### src/hdl/slc_pkg.sv
// shared constants, codes and types for the set-associative lru cache model
package slc_pkg;

	localparam int MAX_SET_BITS   = 6;
	localparam int MAX_WAYS       = 8;
	localparam int STAMP_WIDTH    = 32;
	localparam int MAX_BLOCK_BITS = 6;
	localparam int MAX_SIZE       = 16;

	localparam int NSETS     = 1 << MAX_SET_BITS;
	localparam int DEPTH     = MAX_WAYS * NSETS;
	localparam int WAY_W     = (MAX_WAYS > 1) ? $clog2(MAX_WAYS) : 1;
	localparam int WAY_CNT_W = $clog2(MAX_WAYS + 1);
	localparam int IDX_W     = WAY_W + MAX_SET_BITS;
	localparam int SB_W      = $clog2(MAX_SET_BITS + 1);
	localparam int BB_W      = 3;
	localparam int SH_W      = ((SB_W > BB_W) ? SB_W : BB_W) + 1;
	localparam int ADDR_W    = 64;
	localparam int TAG_W     = ADDR_W - 2;
	localparam int SIZE_W    = 5;
	localparam int CMD_W     = 2;
	localparam int CNT_W     = 32;
	localparam int BLK_CNT_W = 4;
	localparam int OC_W      = 2;

	localparam int IN_W   = 72;
	localparam int OUT_W  = 104;
	localparam int CFG_IDX_W  = 2;
	localparam int CFG_DATA_W = 4;

	localparam logic [CMD_W-1:0] CMD_LOAD   = 2'd0;
	localparam logic [CMD_W-1:0] CMD_MODIFY = 2'd1;

	localparam logic [OC_W-1:0] OC_HIT   = 2'd0;
	localparam logic [OC_W-1:0] OC_COLD  = 2'd1;
	localparam logic [OC_W-1:0] OC_EVICT = 2'd2;

	localparam logic [CFG_IDX_W-1:0] CFG_SET_BITS   = 2'd0;
	localparam logic [CFG_IDX_W-1:0] CFG_WAYS       = 2'd1;
	localparam logic [CFG_IDX_W-1:0] CFG_BLOCK_BITS = 2'd2;

	typedef struct packed {
		logic                   en;
		logic [IDX_W-1:0]       idx;
		logic                   tag_valid;
		logic [TAG_W-1:0]       tag;
		logic [STAMP_WIDTH-1:0] stamp;
	} slc_wr_t;

	typedef struct packed {
		logic                   valid;
		logic [TAG_W-1:0]       tag;
		logic [STAMP_WIDTH-1:0] stamp;
	} slc_rd_t;

	typedef struct packed {
		logic             hit;
		logic [WAY_W-1:0] hit_way;
		logic             cold;
		logic [WAY_W-1:0] cold_way;
		logic             old;
		logic [WAY_W-1:0] old_way;
	} slc_scan_t;

endpackage

### src/hdl/slc_way_scan.sv
// shared tag and stamp comparator, walks the ways of one set one per cycle
module slc_way_scan (
	input  logic            clk,
	input  logic            arst_n,
	input  logic            start,
	input  logic            cmp_en,
	input  logic [slc_pkg::WAY_W-1:0] cmp_way,
	input  slc_pkg::slc_rd_t rd,
	input  logic [slc_pkg::TAG_W-1:0] tag,
	output slc_pkg::slc_scan_t res
);
	import slc_pkg::*;

	slc_scan_t              res_q;
	logic [STAMP_WIDTH-1:0] old_stamp_q;

	always_ff @(posedge clk or negedge arst_n) begin
		if (!arst_n) begin
			res_q       <= '0;
			old_stamp_q <= '0;
		end else if (start) begin
			res_q <= '0;
		end else if (cmp_en) begin
			if (rd.valid) begin
				if (rd.tag == tag) begin
					if (!res_q.hit) begin
						res_q.hit     <= 1'b1;
						res_q.hit_way <= cmp_way;
					end
				end else if (!res_q.old || rd.stamp < old_stamp_q) begin
					// strict compare keeps the lowest way on a tie
					res_q.old     <= 1'b1;
					res_q.old_way <= cmp_way;
					old_stamp_q   <= rd.stamp;
				end
			end else if (!res_q.cold) begin
				res_q.cold     <= 1'b1;
				res_q.cold_way <= cmp_way;
			end
		end
	end

	assign res = res_q;

endmodule

### config.mk
export PLATFORM = sky130hd
export DESIGN_NAME = slc_way_scan
export DESIGN_NICKNAME = d
export VERILOG_FILES = /design/src/hdl/slc_pkg.sv /design/src/hdl/slc_way_scan.sv
export SDC_FILE = /design/constraint.sdc
export NUM_CORES = 1
export LEC_CHECK = 0
export ABC_AREA = 1
export BUFFER_PORTS_ARGS = -buffer_cell sky130_fd_sc_hd__clkbuf_2
export CAP_MARGIN = 20
export CORE_MARGIN = 3
export CORE_UTILIZATION = 34
export DETAILED_ROUTE_END_ITERATION = 10
export PLACE_DENSITY = 0.77
export SLEW_MARGIN = 25
export SYNTH_ARGS = -nofsm -noshare
export SYNTH_HDL_FRONTEND = slang
export SYNTH_SLANG_ARGS = --single-unit
### constraint.sdc
create_clock -name clk -period 1.6 [get_ports clk]
set_input_delay 0.32 -clock clk [delete_from_list [all_inputs] [get_ports clk]]
set_output_delay 0.32 -clock clk [all_outputs]
set_load 0.005 [all_outputs]
Word level (Yosys, flattened, before mapping):

Index checks and enable logic that the tools add are counted.

* input port bits: 164
* word-level logic and storage cells: 37
* output and inout port bits: 12
* register bits: 44

* reductions and logical operators: 12
* equality and inequality tests: 5
* bitwise gates (word level): 2
* order comparisons: 1
* mux-type cells: 10

Operator list (number)
* equality test 62 bit: 1
* less-than comparator 32 bit: 1
* 2-to-1 mux 12 bit: 2
* 2-to-1 mux 4 bit: 6
* != test 2 bit, second input constant: 4
* AND reduction 4 bit: 2
* nonzero test 2 bit: 4
* 2-to-1 mux 3 bit: 2
* AND reduction 3 bit: 2
* AND reduction 5 bit: 1
* inverter 1 bit: 2
* AND reduction 2 bit: 1
* zero test 1 bit: 1
* logical OR 1 bit: 1

Longest topological paths before layout:

* word-level depth: 7
* depth in mapped cells: 17
* gate-level depth less buffers: 16

Worst setup path before layout:

No wires, ideal clock.

* path kind: reg2reg
* from: register old_stamp_q[5]
* to: register old_stamp_q[0]
* setup slack: -0.134 ns
* arrival: 1.618 ns
* clock period less this slack: 1.734 ns
* buffers on the path: 1
* cell stages (with the launch flop): 16
* cells stage by stage: dfrtp_1 -> inv_1 -> ha_1 -> a21oi_1 -> nor2_1 -> nor3_1 -> nand2_1 -> nand2_1 -> nand2_1 -> nand2_1 -> nand2_1 -> nand2_2 -> nand2_4 -> buf_8 -> nand2_2 -> nand2_1

* word-level cells in the longest chain between the ends: 3

RTL lines
* start, declared: line slc_way_scan.sv:15 `logic [STAMP_WIDTH-1:0] old_stamp_q;`
* start signal, assigned: line slc_way_scan.sv:34 `old_stamp_q <= rd.stamp;`
* less-than comparator 32 bit: line slc_way_scan.sv:30 `end else if (!res_q.old || rd.stamp < old_stamp_q) begin`
* logical OR 1 bit: line slc_way_scan.sv:30
* AND reduction 5 bit (no line)

No other way between the ends.
A chain may end at the register's enable or synchronous reset.

Final worst setup path:

* from: register old_stamp_q[31]
* to: register old_stamp_q[30]

The elaborated chain is that of the path after synthesis.

==> run_results.csv <==
group,metric,value,unit
status,status,"complete, but fails checks",
status,violations,"setup timing",
setup_path,cp-end-kind,"register",
pwr,p_per_area,750,mW/mm^2
clock_network,numCtsBuffers,5,
synthesis,synth_compound_area_frac,0.0492,
pwr,clkPwrFrac,0.197,
place,post-dp-hpwl,8.03,mm
synthesis,ys_seq_elements,44,
synthesis,synth_xor_area_frac,0.150,
global_routing,grt_antenna_before_repair,0,
global_routing,grt_pass1_wl,16.1,mm
pwr,internal_power,2.53,mW
drt,ant_nets,0,
sta,slew_headroom,0.665,
pwr,seq_power_share,0.370,
global_routing,globalRouteOverflowTotal,0,
sta,timing.fmax,0.490,GHz
clock_network,clk_pin_slew,0.09,ns
setup_path,crit_fanout,7,
global_routing,first_global_vias,3750,
sta,setup_viol,36,
floorplanning,core-area,0.00946,sq mm
sta,fin_skew,0.00820,ns
sta,finalCritPeriodShare,1.28,
clock_network,cts-root-buf,"clkbuf_8",
setup_path,critPathArrivalTime,2.28,ns
min_path,hold_class,"in2reg",
place,portBuffers,175,
pwr,combPwrFrac,0.433,
synthesis,syn_inst,439,
sta,setup_ws,-0.441,ns
pwr,power.static_leakage,2.75,nW
floorplanning,core.rowCount,35,
synthesis,synthMuxAreaShare,0,
synthesis,yosysWarnings,0,
floorplanning,die_w,106,microns
synthesis,netlist_area,0.00338,sq mm
cells_and_area,final_cell_mix,"clkbuf_2 (175), nand2_1 (88), xnor2_1 (54)",
synthesis,synth_top_family_by_area,"simple AND/OR/NAND/NOR gates",
drt,wire_per_inst,13.5,microns
cells_and_area,layout_commonest_cell,"clkbuf_2",
drt,drt_pre_antenna_iters,4,
global_routing,track_usage,0.174,
drt,via_count,3672,
drt,drc,0,
floorplanning,num_io_pins,176,
setup_path,cp-start-kind,"register",
floorplanning,dieArea,0.0112,sq mm
pwr,switching_share,0.354,
synthesis,synth-simple-area-share,0.279,
synthesis,synth_cell_types,25,
pwr,p_sw,1.39,mW
global_routing,grt_max_degree,28,
clock_network,worstSkewPairLatency,0.30,ns
cells_and_area,nets,847,
sta,worst_pin_slew,0.502,ns
job,cap_violations,0,
sta,rsz0062_at_grt,"true",
drt,drt_iter0_drc,116,
clock_network,clock-sinks,44,
sta,report.final.slew_viol_count,0,
floorplanning,initial_core_util,0.357,
synthesis,syn_nets,634,
drt,wl,10.6,mm
setup_path,path_class,"reg2reg",
synthesis,synth-adder-area-share,0.115,
place,pre_cts_slack,-0.376,ns
synthesis,seq_area_frac_synth,0.326,
pwr,power,3.92,mW
sta,setup_tns,-14.65,ns
cells_and_area,drive_gt1_frac,0.455,
cells_and_area,antenna_cells,0,
clock_network,cts_tree,"done",
drt,viasPerCell,4.70,
pwr,vdd_drop_max,355,uV
sta,hold_viol,0,
sta,fin_crit,2.04,ns
setup_path,required,1.84,ns
clock_network,cts_buffer_depth,2,
synthesis,avgSynthCellArea,7.70,sq um
floorplanning,die-height,106,microns
cells_and_area,area_growth,54.8,%
clock_network,htreeDepth,2,
place,gp_congestion,0.869,
## worst max-delay path: stages, from the launching register on
cell       delay (ns)
dfrtp_1          0.40
inv_2            0.06
ha_4             0.27
nand4_1          0.12
inv_1            0.11
nand4_1          0.17
a21oi_2          0.18
nor2_2           0.07
nand2_4          0.11
nand2_8          0.09
nand2_8          0.12
clkbuf_16        0.17
nand2_4          0.04
nand2_1          0.06
## power groups by stage
stage	Sequential (mW)	Clock (mW)	Combinational, mW
6_report	1.45	0.773	1.70
5_1_grt	1.48	0.832	1.90
4_1_cts	1.42	0.783	1.48
3_5_place_dp	1.44	0	1.36
3_3_place_gp	1.43	0	1.29
2_1_floorplan	1.42	0	0.757
## layer usage
| metal | vias up | global-route usage | routed length (microns) |
|---|---|---|---|
| li1 | 1835 | - | - |
| met1 | 1672 | 0.193 | 3980 |
| met2 | 144 | 0.329 | 5650 |
| met3 | 21 | 0.0392 | 685 |
| met4 | 0 | 0.0518 | 231 |
| met5 | - | 0 | 0 |
## cells in the mapped netlist (all sizes together)
master / n / area (sq um)
a21oi: 16 / 80.1
a31oi: 1 / 6.26
buf: 9 / 67.6
clkinv: 1 / 3.75
dfrtp: 44 / 1100
ha: 31 / 388
inv: 54 / 203
nand2: 127 / 512
nand3: 38 / 190
nand4: 19 / 119
nor2: 22 / 92.6
nor3: 4 / 30.0
o211ai: 1 / 7.51
o21a: 1 / 7.51
o21ai: 13 / 65.1
xnor2: 54 / 473
xor2: 4 / 35.0
## repair_timing
item,in CTS,in global routing
buffers inserted,0,5
hold buffers,1,0
endpoints found under the setup margin,36,36
resized for setup,25,46
gates cloned,0,3
hold endpoints to repair,15,0
pin swaps,2,5
## sequential cells by signal, summed over array words and instances, names as in the netlist
name	flops
res	12
old_stamp_q	32
## final timing paths
check / start / to / slack [ns] / cells past startpoint
worst max register to register: old_stamp_q[31]$_DFFE_PN0P_ / old_stamp_q[30]$_DFFE_PN0P_ / -0.44 / 13
worst max-delay path: old_stamp_q[31]$_DFFE_PN0P_ / old_stamp_q[30]$_DFFE_PN0P_ / -0.44 / 13
max in group asynchronous: arst_n / old_stamp_q[8]$_DFFE_PN0P_ / 0.56 / 3
worst min register to register: old_stamp_q[12]$_DFFE_PN0P_ / old_stamp_q[12]$_DFFE_PN0P_ / 0.49 / 2
worst min-delay path: rd[0] / old_stamp_q[0]$_DFFE_PN0P_ / 0.26 / 3
min in group asynchronous: arst_n / res[4]$_DFFE_PN0P_ / 0.52 / 2
## per-stage QoR
stage | hold slack, ns | util | cells | area (sq um)
global placement | 0.304 | 0.496 | 766 | 4700
detailed placement | 0.321 | 0.496 | 766 | 4700
global route | 0.245 | 0.553 | 782 | 5240
floorplan | 0.0244 | - | 439 | 3400
finish | 0.259 | 0.553 | 782 | 5240
CTS | 0.254 | 0.524 | 775 | 4960
## layout make-up
class / instances / area [sq um]
Fill cell: 853 / 4220
Multi-Input combinational cell: 331 / 2340
Timing Repair Buffer: 215 / 1330
Sequential cell: 44 / 1100
Inverter: 55 / 206
Tap cell: 129 / 161
Clock buffer: 6 / 82.6
Clock inverter: 2 / 13.8
## cell families after synthesis
family | after synthesis
AOI/OAI and AO/OA | 32
DFF | 44
buffers and inverters | 64
and+or+nand+nor | 210
xor gates and xnor gates | 58
adders and majority gates | 31
(Power assumes the default switching activity.)
